## src/rtl/pixel_delta_prefix_code_packer_core_defines.svh

```systemverilog
`ifndef PIXEL_DELTA_PREFIX_CODE_PACKER_CORE_DEFINES_SVH
`define PIXEL_DELTA_PREFIX_CODE_PACKER_CORE_DEFINES_SVH

// Same-cycle implication, checked on every clock edge outside reset.
`define PDPC_ASSERT_NOW(label, ante, cons, msg) \
    label: assert property (@(posedge i_clk) disable iff (!i_rst_n) (ante) |-> (cons)) \
        else $error(msg);

// Next-cycle implication, checked on every clock edge outside reset.
`define PDPC_ASSERT_NEXT(label, ante, cons, msg) \
    label: assert property (@(posedge i_clk) disable iff (!i_rst_n) (ante) |=> (cons)) \
        else $error(msg);

`endif

```

## src/rtl/pdpc_pkg.sv

```systemverilog
`timescale 1ns / 1ps
`default_nettype none

package pdpc_pkg;

    localparam int PIX_W     = 8;
    localparam int VALID_W   = 4;
    localparam int TOTAL_W   = 24;
    localparam int CODE_W    = 12;   // longest code: 3 prefix + 8 magnitude + 1 sign
    localparam int LEN_W     = 4;
    localparam int BYTE_W    = 8;
    localparam int ACC_W     = BYTE_W + CODE_W;
    localparam int ACC_CNT_W = 5;

    localparam int QDEPTH = 2;
    localparam int QPTR_W = 1;
    localparam int QCNT_W = 2;

    localparam logic [TOTAL_W-1:0] TOTAL_CAP = {TOTAL_W{1'b1}};

    // Class boundaries of the magnitude code.
    localparam logic [PIX_W-1:0] CLASS1_MIN = 8'd2;
    localparam logic [PIX_W-1:0] CLASS2_MIN = 8'd6;
    localparam logic [PIX_W-1:0] CLASS3_MIN = 8'd22;

    localparam logic [1:0] PFX_CLASS1 = 2'b10;
    localparam logic [2:0] PFX_CLASS2 = 3'b110;
    localparam logic [2:0] PFX_CLASS3 = 3'b111;

    localparam logic [LEN_W-1:0] LEN_CLASS0 = 4'd3;
    localparam logic [LEN_W-1:0] LEN_CLASS1 = 4'd5;
    localparam logic [LEN_W-1:0] LEN_CLASS2 = 4'd8;
    localparam logic [LEN_W-1:0] LEN_CLASS3 = 4'd12;

    // One classified request between the front and the packer.
    typedef struct packed {
        logic                 raw;
        logic                 last;
        logic [CODE_W-1:0]    data;   // code left-aligned, or raw pixel in the top byte
        logic [LEN_W-1:0]     len;
        logic [TOTAL_W-1:0]   total;
        logic [PIX_W-1:0]     maxd;
    } t_entry;

    typedef struct packed {
        logic [ACC_CNT_W-1:0] n;
        logic                 close;
    } t_back_stat;

endpackage

`default_nettype wire

```

## src/rtl/pdpc_if.sv

```systemverilog
`timescale 1ns / 1ps
`default_nettype none

interface pdpc_pix_if;
    import pdpc_pkg::*;

    logic             valid;
    logic             ready;
    logic [PIX_W-1:0] pixel;
    logic             first_pixel;
    logic             last_pixel;

    modport source (output valid, output pixel, output first_pixel, output last_pixel,
                    input ready);
    modport sink   (input valid, input pixel, input first_pixel, input last_pixel,
                    output ready);
endinterface

interface pdpc_code_if;
    import pdpc_pkg::*;

    logic               valid;
    logic               ready;
    logic [PIX_W-1:0]   out_byte;
    logic [VALID_W-1:0] bits_valid;
    logic               is_raw_pixel;
    logic               is_last;
    logic [TOTAL_W-1:0] image_bit_count;
    logic [PIX_W-1:0]   max_abs_diff;

    modport source (output valid, output out_byte, output bits_valid, output is_raw_pixel,
                    output is_last, output image_bit_count, output max_abs_diff,
                    input ready);
    modport sink   (input valid, input out_byte, input bits_valid, input is_raw_pixel,
                    input is_last, input image_bit_count, input max_abs_diff,
                    output ready);
endinterface

`default_nettype wire

```

## src/rtl/pdpc_front.sv

```systemverilog
`timescale 1ns / 1ps
`default_nettype none

module pdpc_front (
    input  logic             i_clk,
    input  logic             i_rst_n,
    pdpc_pix_if.sink         i_pix,
    input  logic             i_q_full,
    output logic             o_push,
    output pdpc_pkg::t_entry o_entry
);
    import pdpc_pkg::*;

    logic [PIX_W-1:0]   r_prev, n_prev;
    logic [TOTAL_W-1:0] r_total, n_total;
    logic [PIX_W-1:0]   r_max, n_max;

    logic               sign;
    logic [PIX_W-1:0]   mag;
    logic [PIX_W-1:0]   mag_m2, mag_m6, mag_m22;
    logic [CODE_W-1:0]  code;
    logic [LEN_W-1:0]   len;
    logic [TOTAL_W:0]   sum;
    logic [TOTAL_W-1:0] upd_total;
    logic [PIX_W-1:0]   upd_max;
    logic               accept;

    assign i_pix.ready = !i_q_full;
    assign accept      = i_pix.valid && !i_q_full;

    always_comb begin
        sign    = i_pix.pixel < r_prev;
        mag     = sign ? (r_prev - i_pix.pixel) : (i_pix.pixel - r_prev);
        mag_m2  = mag - CLASS1_MIN;
        mag_m6  = mag - CLASS2_MIN;
        mag_m22 = mag - CLASS3_MIN;

        if (mag < CLASS1_MIN) begin
            code = {1'b0, mag[0], sign, 9'b0};
            len  = LEN_CLASS0;
        end else if (mag < CLASS2_MIN) begin
            code = {PFX_CLASS1, mag_m2[1:0], sign, 7'b0};
            len  = LEN_CLASS1;
        end else if (mag < CLASS3_MIN) begin
            code = {PFX_CLASS2, mag_m6[3:0], sign, 4'b0};
            len  = LEN_CLASS2;
        end else begin
            code = {PFX_CLASS3, mag_m22, sign};
            len  = LEN_CLASS3;
        end

        sum       = {1'b0, r_total} + (TOTAL_W + 1)'(len);
        upd_total = (sum > {1'b0, TOTAL_CAP}) ? TOTAL_CAP : sum[TOTAL_W-1:0];
        upd_max   = (mag > r_max) ? mag : r_max;

        o_push = accept;
        if (i_pix.first_pixel) begin
            o_entry.raw   = 1'b1;
            o_entry.data  = {i_pix.pixel, {(CODE_W - PIX_W){1'b0}}};
            o_entry.len   = '0;
            o_entry.total = '0;
            o_entry.maxd  = '0;
        end else begin
            o_entry.raw   = 1'b0;
            o_entry.data  = code;
            o_entry.len   = len;
            o_entry.total = upd_total;
            o_entry.maxd  = upd_max;
        end
        o_entry.last = i_pix.last_pixel;

        n_prev  = r_prev;
        n_total = r_total;
        n_max   = r_max;
        if (accept) begin
            n_prev = i_pix.pixel;
            // A first pixel or the end of an image restarts the counters.
            if (i_pix.first_pixel || i_pix.last_pixel) begin
                n_total = '0;
                n_max   = '0;
            end else begin
                n_total = upd_total;
                n_max   = upd_max;
            end
        end
    end

    always_ff @(posedge i_clk) begin
        if (!i_rst_n) begin
            r_prev  <= '0;
            r_total <= '0;
            r_max   <= '0;
        end else begin
            r_prev  <= n_prev;
            r_total <= n_total;
            r_max   <= n_max;
        end
    end

endmodule

`default_nettype wire

```

## src/rtl/pdpc_queue.sv

```systemverilog
`timescale 1ns / 1ps
`default_nettype none

module pdpc_queue (
    input  logic                            i_clk,
    input  logic                            i_rst_n,
    input  logic                            i_push,
    input  pdpc_pkg::t_entry                i_entry,
    input  logic                            i_pop,
    output logic                            o_valid,
    output logic                            o_full,
    output pdpc_pkg::t_entry                o_head,
    output logic [pdpc_pkg::QCNT_W-1:0]     o_count
);
    import pdpc_pkg::*;

    t_entry              r_mem [QDEPTH];
    logic [QPTR_W-1:0]   r_wr, n_wr;
    logic [QPTR_W-1:0]   r_rd, n_rd;
    logic [QCNT_W-1:0]   r_cnt, n_cnt;
    logic                do_pop;

    assign o_valid = r_cnt != '0;
    assign o_full  = r_cnt == QCNT_W'(QDEPTH);
    assign o_head  = r_mem[r_rd];
    assign o_count = r_cnt;
    assign do_pop  = i_pop && o_valid;

    always_comb begin
        n_wr  = i_push ? r_wr + 1'b1 : r_wr;
        n_rd  = do_pop ? r_rd + 1'b1 : r_rd;
        n_cnt = r_cnt + QCNT_W'(i_push) - QCNT_W'(do_pop);
    end

    always_ff @(posedge i_clk) begin
        if (i_push) begin
            r_mem[r_wr] <= i_entry;
        end
    end

    always_ff @(posedge i_clk) begin
        if (!i_rst_n) begin
            r_wr  <= '0;
            r_rd  <= '0;
            r_cnt <= '0;
        end else begin
            r_wr  <= n_wr;
            r_rd  <= n_rd;
            r_cnt <= n_cnt;
        end
    end

endmodule

`default_nettype wire

```

## src/rtl/pdpc_back.sv

```systemverilog
`timescale 1ns / 1ps
`default_nettype none

module pdpc_back (
    input  logic                 i_clk,
    input  logic                 i_rst_n,
    input  logic                 i_q_valid,
    input  pdpc_pkg::t_entry     i_q_head,
    output logic                 o_pop,
    output pdpc_pkg::t_back_stat o_stat,
    pdpc_code_if.source          o_code
);
    import pdpc_pkg::*;

    // Bit accumulator: the top r_n bits of r_w are pending code bits, the rest zero.
    logic [ACC_W-1:0]     r_w, n_w;
    logic [ACC_CNT_W-1:0] r_n, n_n;
    logic                 r_close, n_close;
    logic [TOTAL_W-1:0]   r_total, n_total;
    logic [PIX_W-1:0]     r_max, n_max;

    logic                 r_ov, n_ov;
    logic [PIX_W-1:0]     r_byte, n_byte;
    logic [VALID_W-1:0]   r_bits, n_bits;
    logic                 r_raw, n_raw;
    logic                 r_last, n_last;
    logic [TOTAL_W-1:0]   r_otot, n_otot;
    logic [PIX_W-1:0]     r_omax, n_omax;

    logic                 out_free;
    logic                 have_byte;
    logic                 emit_full, emit_close;
    logic                 can_take, take_coded, take_raw;
    logic                 load;
    logic [ACC_W-1:0]     w1, shifted;
    logic [ACC_CNT_W-1:0] n1;

    always_comb begin
        out_free   = !r_ov || o_code.ready;
        have_byte  = r_n >= ACC_CNT_W'(BYTE_W);
        emit_full  = have_byte && out_free;
        emit_close = !have_byte && r_close && out_free;

        w1 = emit_full ? (r_w << BYTE_W) : r_w;
        n1 = emit_full ? (r_n - ACC_CNT_W'(BYTE_W)) : r_n;

        can_take   = i_q_valid && !r_close && (n1 < ACC_CNT_W'(BYTE_W));
        take_coded = can_take && !i_q_head.raw;
        // A raw pixel needs the output register to itself.
        take_raw   = can_take && i_q_head.raw && out_free && !emit_full;
        o_pop      = take_coded || take_raw;

        shifted = {i_q_head.data, {BYTE_W{1'b0}}} >> n1[2:0];

        n_w     = w1;
        n_n     = n1;
        n_close = r_close;
        n_total = r_total;
        n_max   = r_max;
        if (emit_close || take_raw) begin
            n_w     = '0;
            n_n     = '0;
            n_close = 1'b0;
        end
        if (take_coded) begin
            n_w     = {w1[ACC_W-1 -: BYTE_W], {CODE_W{1'b0}}} | shifted;
            n_n     = n1 + ACC_CNT_W'(i_q_head.len);
            n_close = i_q_head.last;
            n_total = i_q_head.total;
            n_max   = i_q_head.maxd;
        end

        load   = emit_full || emit_close || take_raw;
        n_ov   = load ? 1'b1 : (o_code.ready ? 1'b0 : r_ov);
        n_byte = r_byte;
        n_bits = r_bits;
        n_raw  = r_raw;
        n_last = r_last;
        n_otot = r_otot;
        n_omax = r_omax;
        if (emit_full) begin
            n_byte = r_w[ACC_W-1 -: BYTE_W];
            n_bits = VALID_W'(BYTE_W);
            n_raw  = 1'b0;
            n_last = 1'b0;
            n_otot = '0;
            n_omax = '0;
        end else if (emit_close) begin
            n_byte = r_w[ACC_W-1 -: BYTE_W];
            n_bits = r_n[VALID_W-1:0];
            n_raw  = 1'b0;
            n_last = 1'b1;
            n_otot = r_total;
            n_omax = r_max;
        end else if (take_raw) begin
            n_byte = i_q_head.data[CODE_W-1 -: PIX_W];
            n_bits = VALID_W'(BYTE_W);
            n_raw  = 1'b1;
            n_last = i_q_head.last;
            n_otot = '0;
            n_omax = '0;
        end
    end

    always_ff @(posedge i_clk) begin
        if (!i_rst_n) begin
            r_w     <= '0;
            r_n     <= '0;
            r_close <= 1'b0;
            r_ov    <= 1'b0;
        end else begin
            r_w     <= n_w;
            r_n     <= n_n;
            r_close <= n_close;
            r_ov    <= n_ov;
        end
    end

    always_ff @(posedge i_clk) begin
        r_total <= n_total;
        r_max   <= n_max;
        r_byte  <= n_byte;
        r_bits  <= n_bits;
        r_raw   <= n_raw;
        r_last  <= n_last;
        r_otot  <= n_otot;
        r_omax  <= n_omax;
    end

    assign o_stat.n     = r_n;
    assign o_stat.close = r_close;

    assign o_code.valid           = r_ov;
    assign o_code.out_byte        = r_byte;
    assign o_code.bits_valid      = r_bits;
    assign o_code.is_raw_pixel    = r_raw;
    assign o_code.is_last         = r_last;
    assign o_code.image_bit_count = r_otot;
    assign o_code.max_abs_diff    = r_omax;

endmodule

`default_nettype wire

```

## src/rtl/pixel_delta_prefix_code_packer_core.sv

```systemverilog
`timescale 1ns / 1ps
`default_nettype none
// Channel   Direction  Payload                                        Request when
// i_pix     in         pixel, first_pixel, last_pixel                 valid && ready
// o_code    out        out_byte, bits_valid, is_raw_pixel, is_last,   valid && ready
//                      image_bit_count, max_abs_diff
//
// A pixel request is taken every cycle while the two-entry queue has room.
// The packer puts out one byte per cycle from its single output register while
// the receiver takes them; a 12-bit code can complete two bytes, and a closing
// result follows at the end of an image that ends on a coded pixel.
// A raw pixel goes from the queue straight into the output register, while a code
// byte or a closing result passes through the bit accumulator on the way.
// Reset is synchronous and active low.
// A stalled output holds its result; the queue keeps accepting until full.

module pixel_delta_prefix_code_packer_core (
    input  logic        i_clk,
    input  logic        i_rst_n,
    pdpc_pix_if.sink    i_pix,
    pdpc_code_if.source o_code
);
    import pdpc_pkg::*;

    `include "pixel_delta_prefix_code_packer_core_defines.svh"

    logic              push;
    t_entry            push_entry;
    logic              q_full;
    logic              q_valid;
    t_entry            q_head;
    logic              pop;
    logic [QCNT_W-1:0] q_count;
    t_back_stat        back_stat;

    pdpc_front u_front (
        .i_clk    (i_clk),
        .i_rst_n  (i_rst_n),
        .i_pix    (i_pix),
        .i_q_full (q_full),
        .o_push   (push),
        .o_entry  (push_entry)
    );

    pdpc_queue u_queue (
        .i_clk   (i_clk),
        .i_rst_n (i_rst_n),
        .i_push  (push),
        .i_entry (push_entry),
        .i_pop   (pop),
        .o_valid (q_valid),
        .o_full  (q_full),
        .o_head  (q_head),
        .o_count (q_count)
    );

    pdpc_back u_back (
        .i_clk     (i_clk),
        .i_rst_n   (i_rst_n),
        .i_q_valid (q_valid),
        .i_q_head  (q_head),
        .o_pop     (pop),
        .o_stat    (back_stat),
        .o_code    (o_code)
    );

    // An accepted request is always waiting in the queue in the following cycle.
    `PDPC_ASSERT_NEXT(a_push_lands, i_pix.valid && i_pix.ready, q_count != '0, "request lost")

    // A full byte in the accumulator goes out as soon as the output register is free.
    `PDPC_ASSERT_NEXT(a_byte_drains,
        back_stat.n >= ACC_CNT_W'(BYTE_W) && (!o_code.valid || o_code.ready),
        o_code.valid, "pending byte not emitted")

    // The closing result of a coded image carries a partial byte only.
    `PDPC_ASSERT_NOW(a_close_partial,
        o_code.valid && o_code.is_last && !o_code.is_raw_pixel,
        o_code.bits_valid < VALID_W'(BYTE_W), "closing result holds a full byte")

endmodule

`default_nettype wire

```

## src/flat_wrapper.sv

```systemverilog
// flat-port wrapper written by rule: the top's interface ports become plain ports
module pixel_delta_prefix_code_packer_core_flat import pdpc_pkg::*;
  (i_clk, i_rst_n, i_pix_valid, i_pix_pixel, i_pix_first_pixel, i_pix_last_pixel, i_pix_ready, o_code_valid, o_code_out_byte, o_code_bits_valid, o_code_is_raw_pixel, o_code_is_last, o_code_image_bit_count, o_code_max_abs_diff, o_code_ready);
  pdpc_pix_if i_pix_i ();
  pdpc_code_if o_code_i ();
  input  logic i_clk;
  input  logic i_rst_n;
  input wire logic [$bits(i_pix_i.valid)-1:0] i_pix_valid;
  input wire logic [$bits(i_pix_i.pixel)-1:0] i_pix_pixel;
  input wire logic [$bits(i_pix_i.first_pixel)-1:0] i_pix_first_pixel;
  input wire logic [$bits(i_pix_i.last_pixel)-1:0] i_pix_last_pixel;
  output wire logic [$bits(i_pix_i.ready)-1:0] i_pix_ready;
  output wire logic [$bits(o_code_i.valid)-1:0] o_code_valid;
  output wire logic [$bits(o_code_i.out_byte)-1:0] o_code_out_byte;
  output wire logic [$bits(o_code_i.bits_valid)-1:0] o_code_bits_valid;
  output wire logic [$bits(o_code_i.is_raw_pixel)-1:0] o_code_is_raw_pixel;
  output wire logic [$bits(o_code_i.is_last)-1:0] o_code_is_last;
  output wire logic [$bits(o_code_i.image_bit_count)-1:0] o_code_image_bit_count;
  output wire logic [$bits(o_code_i.max_abs_diff)-1:0] o_code_max_abs_diff;
  input wire logic [$bits(o_code_i.ready)-1:0] o_code_ready;
  assign i_pix_i.valid = i_pix_valid;
  assign i_pix_i.pixel = i_pix_pixel;
  assign i_pix_i.first_pixel = i_pix_first_pixel;
  assign i_pix_i.last_pixel = i_pix_last_pixel;
  assign i_pix_ready = i_pix_i.ready;
  assign o_code_valid = o_code_i.valid;
  assign o_code_out_byte = o_code_i.out_byte;
  assign o_code_bits_valid = o_code_i.bits_valid;
  assign o_code_is_raw_pixel = o_code_i.is_raw_pixel;
  assign o_code_is_last = o_code_i.is_last;
  assign o_code_image_bit_count = o_code_i.image_bit_count;
  assign o_code_max_abs_diff = o_code_i.max_abs_diff;
  assign o_code_i.ready = o_code_ready;
  pixel_delta_prefix_code_packer_core u_core (.i_clk(i_clk), .i_rst_n(i_rst_n), .i_pix(i_pix_i), .o_code(o_code_i));
endmodule
```

## config.mk

```make
export PLATFORM = sky130hd
export DESIGN_NAME = pixel_delta_prefix_code_packer_core_flat
export DESIGN_NICKNAME = d
export VERILOG_FILES = /design/src/rtl/pdpc_pkg.sv /design/src/rtl/pdpc_if.sv /design/src/rtl/pdpc_front.sv /design/src/rtl/pdpc_queue.sv /design/src/rtl/pdpc_back.sv /design/src/rtl/pixel_delta_prefix_code_packer_core.sv /design/src/flat_wrapper.sv
export VERILOG_INCLUDE_DIRS = /design/src /design/src/rtl
export SDC_FILE = /design/constraint.sdc
export NUM_CORES = 1
export LEC_CHECK = 0
export BUFFER_PORTS_ARGS = -buffer_cell sky130_fd_sc_hd__buf_2
export CORE_MARGIN = 2
export CORE_UTILIZATION = 60
export CTS_CLUSTER_DIAMETER = 100
export DETAILED_ROUTE_END_ITERATION = 16
export PLACE_DENSITY = 0.8
export SYNTH_ARGS = -nofsm -noshare
export SYNTH_HDL_FRONTEND = slang
export SYNTH_HIERARCHICAL = 1
export SYNTH_SLANG_ARGS = --single-unit
export TNS_END_PERCENT = 1
```

## constraint.sdc

```tcl
create_clock -name i_clk -period 10 [get_ports i_clk]
set_input_delay 1 -clock i_clk [delete_from_list [all_inputs] [get_ports i_clk]]
set_output_delay 1 -clock i_clk [all_outputs]
set_load 0.03 [all_outputs]
```

==> flow_summary.toml <==
[grt]
grt_usage = 0.232
grt_pass1_vias = 8248
grt_pass1_wl_mm = 41.6
grt_antenna_before_repair = 0
grt_max_degree = 53
grt_overflow_total = 0

[timing]
final_max_slew_viol_count = 0
tns_ps = 0
min_period_over_period = 0.612
slew_headroom = 0.156
setup_viol_count_final = 0
fmax_ghz = 0.163
worst_clock_skew_ps = 9.53
rsz0062_at_grt = "no"
tightest_slew_ps = 1260
finalWorstPathRequiredPeriod_ps = 6120
hold_viol = 0

[setup_path]
rrSetupSlack_ps = 4170
cp_data_required_time_ps = 10450
endpoint_kind = "register"
crit_arrival_ps = 6570
start_kind = "input port"
critPathMaxFanout = 29
crit_type = "input port to register"

[hold_path]
hold_path_class = "register to register"

[final_layout]
utilization = 0.663
layout-area-overhead-vs-synth_pct = 9.21
regArea_sq_um = 6390
layout-drive-gt1-share = 0.189
multi_input_area_sq_um = 5630
fin_cells = 1452
fillers = 1556
diodes = 0
design_area_sq_um = 13800
layout.nets = 1210

[floorplan]
design.die.area_sq_um = 22200
die-width_um = 149
row_count = 53
core-area_sq_um = 20800
die_h_um = 149
boundaryPins = 62
initial_core_util = 0.607

[clock_tree]
clk_path_buf_depth = 3
clock-sinks = 249
cts_made_buffers = 26
clkSlewWorstSetupHoldPaths_ps = 60
cts-htree-levels = 1
root_buffer = "clkbuf_16"
hold_buffers = 0
cts_setup_buffers = 0
ctsResizeCount = 0
clock_latency_ps = 520
cts_tree = "built"

[placement]
hpwl_mm = 16.8
numPortBuffers = 61
place.gp.congestion = 0.917
postPlaceCellArea_sq_um = 12900
numPlacedInstances = 1404

[detailed_routing]
dr.first_iter.drc_count = 850
dr.pass1.iters = 5
wirelength_mm = 26.0
routed_via_density = 5.99
drc = 0
num_vias = 8704
ant_nets = 0
wl_per_cell_um = 17.9

[synthesis]
netlist_area_sq_um = 12600
syn_nets = 1190
yosys_warnings = 6
avgSynthCellArea_sq_um = 11.1
synthCells = 1137

[power_and_ir_drop]
swShare = 0.339
worst_ir_drop_vdd_v = 0.000142
leakagePower_nw = 5.08
p_sw_mw = 1.20
p_comb_frac = 0.332
p_seq_frac = 0.392
p_clk_frac = 0.276
intPower_mw = 2.34
powerDensity_nw_per_um2 = 257

[run_status]
status = "finished clean"

[run]
maxCapViolCount = 0
-- area by class of cell --
type,count,share of cell area
clock buffer,32,0.0525
clock inverter,16,0.0124
inverter,49,0.0133
multi-input combinational,763,0.408
sequential,249,0.463
tap,275,0.0249
timing repair buffer,68,0.0259
-- power by group through the flow --
stage          clock network [mW]  registers [mW]  logic (mW)
2_1_floorplan                   0            1.46       0.870
3_3_place_gp                    0            1.40        1.13
3_5_place_dp                    0            1.41        1.15
4_1_cts                     0.996            1.39        1.16
5_1_grt                      1.04            1.41        1.27
6_report                    0.978            1.39        1.18
-- flip-flops by register name, indices dropped and copies added, names as in the netlist, 2 cells and up, named ones only --
name / count
u_core/u_queue/o_count: 2
u_core/u_front/r_total: 24
u_core/u_back/o_code.max_abs_diff: 8
u_core/u_front/r_prev: 8
u_core/u_queue/r_mem: 100
u_core/u_back/o_code.image_bit_count: 24
u_core/u_back/o_code.bits_valid: 4
u_core/u_front/r_max: 8
u_core/u_back/r_n: 5
u_core/u_back/r_max: 8
u_core/u_back/o_code.out_byte: 8
u_core/u_back/r_total: 24
u_core/u_back/r_w: 19
-- final timing paths --
check / startpoint / to / cells past startpoint
max reg2reg: u_core/u_front/r_prev[0]$_SDFFE_PN0P_ / u_core/u_front/r_total[11]$_SDFFE_PN0P_ / 19
max: i_pix_pixel[0] / u_core/u_front/r_total[11]$_SDFFE_PN0P_ / 21
min: u_core/u_back/o_code.is_raw_pixel$_SDFFE_PP0P_ / u_core/u_back/o_code.is_raw_pixel$_SDFFE_PP0P_ / 2
min reg2reg: u_core/u_back/o_code.is_raw_pixel$_SDFFE_PP0P_ / u_core/u_back/o_code.is_raw_pixel$_SDFFE_PP0P_ / 2
-- placed cells by master, fill, tap and decap left out, types with 10 or more instances in the layout --
| cell type | n |
|---|---|
| xnor2_1 | 15 |
| dfxtp_1 | 108 |
| inv_1 | 47 |
| a22oi_1 | 24 |
| mux2_2 | 13 |
| mux4_2 | 11 |
| ha_1 | 35 |
| a21oi_1 | 104 |
| a21boi_0 | 17 |
| buf_2 | 61 |
| xor2_1 | 11 |
| and3_1 | 11 |
| a21o_1 | 11 |
| mux2_4 | 50 |
| nor2b_1 | 32 |
| o21ai_0 | 75 |
| mux2i_1 | 26 |
| clkinv_2 | 10 |
| clkbuf_16 | 27 |
| nand2_1 | 116 |
| edfxtp_1 | 140 |
| nand3_1 | 23 |
| nor2_1 | 43 |
-- per-stage QoR --
step                hold WS [ps]  total power [mW]  worst slack, ps
floorplan                    432              2.33             4770
global placement             441              2.53             3570
detailed placement           449              2.57             3460
CTS                          459              3.55             3910
global route                 486              3.72             3270
finish                       458              3.54             3880
-- per-layer routing --
layer,track usage,share of wire,vias up
li1,-,-,4176
met1,0.331,0.45,4167
met5,0,0,-
met4,0.0652,0.015,0
met3,0.0287,0.067,33
met2,0.376,0.47,328
-- critical path, cell delays in order --
cell	delay, ps
buf_2	120
inv_1	50
ha_1	170
inv_1	60
fa_1	420
nand3_1	150
a21oi_2	170
nor2_4	320
mux2i_1	310
xor2_2	200
nor4_2	540
inv_1	180
ha_1	350
inv_1	60
o21bai_1	400
nand3_1	210
nor2_1	300
nand3_1	830
o21ai_0	390
a22oi_1	170
nor2b_1	150
Note: power is estimated with default switching activity, not from simulation.
